`src/rtl/lirl_pkg.sv`:
```
// ----------------------------------------------------------------------------
// lirl_pkg
// shared types, control-store layout and microprogram for the longest
// increasing run length block
// ----------------------------------------------------------------------------
package lirl_pkg;

  localparam int VALUE_W  = 32;
  localparam int LENGTH_W = 11;

  // sequencer step addresses
  typedef enum logic [2:0] {
    STEP_IDLE    = 3'd0,
    STEP_PROBE   = 3'd1,
    STEP_COMPARE = 3'd2,
    STEP_UPDATE  = 3'd3,
    STEP_EMIT    = 3'd4
  } step_t;

  // datapath operation of one control word
  typedef enum logic [2:0] {
    OP_NOP,
    OP_LOAD,
    OP_PROBE,
    OP_NARROW,
    OP_UPDATE,
    OP_EMIT
  } op_t;

  // jump condition of one control word
  typedef enum logic [2:0] {
    COND_ALWAYS,
    COND_NO_INPUT,
    COND_SEARCH_DONE,
    COND_NOT_LAST,
    COND_OUT_BUSY
  } cond_t;

  typedef struct packed {
    op_t   op;
    cond_t cond;
    step_t tgt;   // taken when cond holds
    step_t nxt;   // taken otherwise
  } ctrl_word_t;

  // status from datapath to sequencer
  typedef struct packed {
    logic in_valid;
    logic search_done;
    logic last;
    logic out_busy;
  } flags_t;

  // control store
  function automatic ctrl_word_t ucode_rom(step_t s);
    ctrl_word_t w;
    case (s)
      STEP_IDLE:    w = '{OP_LOAD,   COND_NO_INPUT,    STEP_IDLE,   STEP_PROBE};
      STEP_PROBE:   w = '{OP_PROBE,  COND_SEARCH_DONE, STEP_UPDATE, STEP_COMPARE};
      STEP_COMPARE: w = '{OP_NARROW, COND_ALWAYS,      STEP_PROBE,  STEP_PROBE};
      STEP_UPDATE:  w = '{OP_UPDATE, COND_NOT_LAST,    STEP_IDLE,   STEP_EMIT};
      STEP_EMIT:    w = '{OP_EMIT,   COND_OUT_BUSY,    STEP_EMIT,   STEP_IDLE};
      default:      w = '{OP_NOP,    COND_ALWAYS,      STEP_IDLE,   STEP_IDLE};
    endcase
    return w;
  endfunction

endpackage

```
`src/rtl/lirl_useq.sv`:
```
// ----------------------------------------------------------------------------
// lirl_useq
// microcoded sequencer: step counter, control store and conditional jumps
// ----------------------------------------------------------------------------
module lirl_useq (
  input  logic            clk,
  input  logic            rst_n,
  input  lirl_pkg::flags_t flags,
  output lirl_pkg::op_t    op
);

  lirl_pkg::step_t      step_r;
  lirl_pkg::step_t      step_nxt;
  lirl_pkg::ctrl_word_t cw;
  logic                 take;

  always_ff @(posedge clk) begin
    if (!rst_n) begin
      step_r <= lirl_pkg::STEP_IDLE;
    end else begin
      step_r <= step_nxt;
    end
  end

  always_comb begin
    cw = lirl_pkg::ucode_rom(step_r);
    case (cw.cond)
      lirl_pkg::COND_ALWAYS:      take = 1'b1;
      lirl_pkg::COND_NO_INPUT:    take = !flags.in_valid;
      lirl_pkg::COND_SEARCH_DONE: take = flags.search_done;
      lirl_pkg::COND_NOT_LAST:    take = !flags.last;
      lirl_pkg::COND_OUT_BUSY:    take = flags.out_busy;
      default:                    take = 1'b1;
    endcase
    step_nxt = take ? cw.tgt : cw.nxt;
    op       = cw.op;
  end

endmodule

```
`config.mk`:
```
export PLATFORM = sky130hd
export DESIGN_NAME = lirl_useq
export DESIGN_NICKNAME = d
export VERILOG_FILES = /design/src/rtl/lirl_pkg.sv /design/src/rtl/lirl_useq.sv
export SDC_FILE = /design/constraint.sdc
export NUM_CORES = 1
export LEC_CHECK = 0
export BUFFER_PORTS_ARGS = -buffer_cell sky130_fd_sc_hd__buf_2
export CAP_MARGIN = 30
export CELL_PAD_IN_SITES_DETAIL_PLACEMENT = 1
export CELL_PAD_IN_SITES_GLOBAL_PLACEMENT = 1
export CORE_AREA = 2 2 39 41
export CTS_BUF_LIST = sky130_fd_sc_hd__clkbuf_2 sky130_fd_sc_hd__clkbuf_4 sky130_fd_sc_hd__clkbuf_8
export CTS_CLUSTER_DIAMETER = 60
export DETAILED_ROUTE_END_ITERATION = 10
export DIE_AREA = 0 0 41 43
export PLACE_DENSITY_LB_ADDON = 0.1
export SYNTH_ARGS = -nofsm -noshare
export SYNTH_HDL_FRONTEND = slang
export SYNTH_SLANG_ARGS = --single-unit
export TNS_END_PERCENT = 5
```
`constraint.sdc`:
```
create_clock -name clk -period 1.57 [get_ports clk]
set_input_delay 0.314 -clock clk [delete_from_list [all_inputs] [get_ports clk]]
set_output_delay 0.314 -clock clk [all_outputs]
set_load 0.01 [all_outputs]
```
==> results.ini <==
[outcome]
status=completed

[setup_path]
critPathRequiredTime_ps=1260
cp.depth=3
cp-endpoint=op[1]
r2r_slack_ps=700
crit_family=flip-flops
r2r_start=step_r[1]
slowest_delay_ps=510
critPathBufInv=1
start_kind=register
critPathKind=register to output port
slowest_stage=dfxtp_1
cp-end-kind=output port
crit_path_start=step_r[1]
cp_max_fo=9
worstPathArrival_ps=1090
ff2ff_path_depth=2
regToRegEndpoint=step_r[2]
crit_chain=xnor2_1 > nor2_1 > buf_2

[global_route]
grt_usage_pct=6.700
grt_pass1_wl_um=717
grt_max_degree=10
grt_pass1_vias=174
antenna_found_initial=0
overflow=0

[timing]
slew_viol_final=0
fmax_ghz=0.7101
min_period_ps=1408
setup_tns_ps=0
worst_slew_pin_slew_ps=333.7
fin_skew_ps=2.482
fin_ws_ps=161.7
rsz0062_at_grt=no
period_share_pct=89.70
finalSetupViolations=0
hold_violations=0
relSlewSlack_pct=77.72

[logic_synthesis]
synth.cell_area_um2=209.0
avgSynthCellArea_um2=9.498
synth_nets=28
synth.distinct_cells=14
yosysSeqAreaShare_pct=28.74
synth_top_flop_cell=dfxtp_1
synth.top_cells.by_area=dfxtp_1, buf_4, buf_6, nand3b_1, nand2b_1
synth_edf_count=0
ys_ff_latch=3
synthArstFlopShare_pct=0
yosysWarnings=0
synth_top_area_cell=dfxtp_1
synth_cells=22
yosysTopAreaCellShare_pct=28.74

[drt]
drtIter0Drc=5
drt_wl_total_um=455
via_per_inst=3.933
drt-pass1-iter-count=2
post_drt_wl_per_cell_um=10.11
drc=0
ant_nets=0
via_count=177

[final_layout]
fin_nets=36
largest_reg_flops=3
drive_gt1_share_pct=44.83
n_antenna_cell=0
reg_top3=step_r x3
largest_register=step_r
area_growth_pct=21.56

[hold_path]
hp-class=input pin to register
hp-start=rst_n

[placed_design]
portBuffers=8
place_congestion=0.5998
dp_slack_ps=406.7

[power]
p_leak_uw=0.0001039
fin_total_pwr_uw=281.3
vdd_drop_max_mv=0.2734
cellPowerDensity_nw_per_um2=1108

[clock_tree]
cts_tree=yes
clk_latency_ps=230
numCtsBuffers=3
cts.path.max_buffers=2
cts_setup_buffers=0
clock_sinks=3
hold_buffers=0
clk_pin_slew_worst_paths_ps=40
htreeDepth=1
clockRootBuffer=clkbuf_4
ctsResizeCount=0

[die]
die_w_um=41
core_region_area_um2=1384
start_util_pct=15.10
fp-row-count=14
die_h_um=43
dieArea_um2=1763
io_pins=9

[flow_run]
maxCapViolCount=0

-- final cells by class --
class,instances,area [µm²]
timing repair buffer,8,40.04
clock buffer,4,30.03
fill,163,1130
tap,16,20.02
multi-input combinational,14,103.9
sequential,3,60.06
-- where the power goes --
group | internal [µW] | switching [µW] | total, µW | leakage (µW)
Combinational | 21.1 | 13.2 | 34.3 | 0.0000610
Sequential | 80.9 | 9.91 | 90.8 | 0.0000246
Clock | 113 | 43.6 | 156 | 0.0000184
Total | 215 | 66.7 | 281 | 0.000104
-- routing by layer --
layer  global-route usage, %  part of all wire (%)  vias up
met1                   6.984                    48       84
met2                   8.438                    48        6
met5                       0                     0        -
li1                        -                     -       87
met3                   3.141                   4.2        0
met4                   8.000                     0        0
-- cells by family after synthesis --
| group | synth area share (%) |
|---|---|
| simple gates | 29.34 |
| buf+inv | 21.56 |
| flops | 28.74 |
| compound gates | 16.17 |
| xor+xnor | 4.192 |
-- cells in the final DEF (no fill, tap or decap), drive strengths merged, types with 2 or more instances in the layout --
cell type	netlist	layout
dfxtp	3	3
a21oi	2	2
nand3b	2	2
nand2b	2	2
buf	5	8
clkbuf	0	4
-- worst register-to-register path: cells and delay by family, from the launching register on --
| kind | cells | cell delay, ps |
|---|---|---|
| flops | 1 | 510 |
| compound gates | 1 | 150 |
| simple gates | 1 | 140 |
-- metrics by stage --
step | utilization, % | std cells | instance area (µm²) | hold WS [ps]
2_1_floorplan | - | 22 | 209.0 | 443.7
3_3_place_gp | 16.18 | 41 | 224.0 | 573.2
3_5_place_dp | 16.18 | 41 | 224.0 | 567.0
4_1_cts | 18.35 | 45 | 254.0 | 328.4
5_1_grt | 18.35 | 45 | 254.0 | 357.3
6_report | 18.35 | 45 | 254.0 | 334.8
-- cells in the mapped netlist (2+ instances only) --
cell type,count
buf_6,2
a21oi_1,2
dfxtp_1,3
nand2b_1,2
nand3b_1,2
buf_4,3
-- how the worst min path moves through the flow --
stage | end | cells after the start
finish | step_r[0] | 3
global route | step_r[0] | 3
CTS | step_r[0] | 3
detailed placement | step_r[1] | 1
global placement | step_r[1] | 1
floorplan | step_r[0] | 2
No activity file was read; power rests on OpenSTA's default activity.
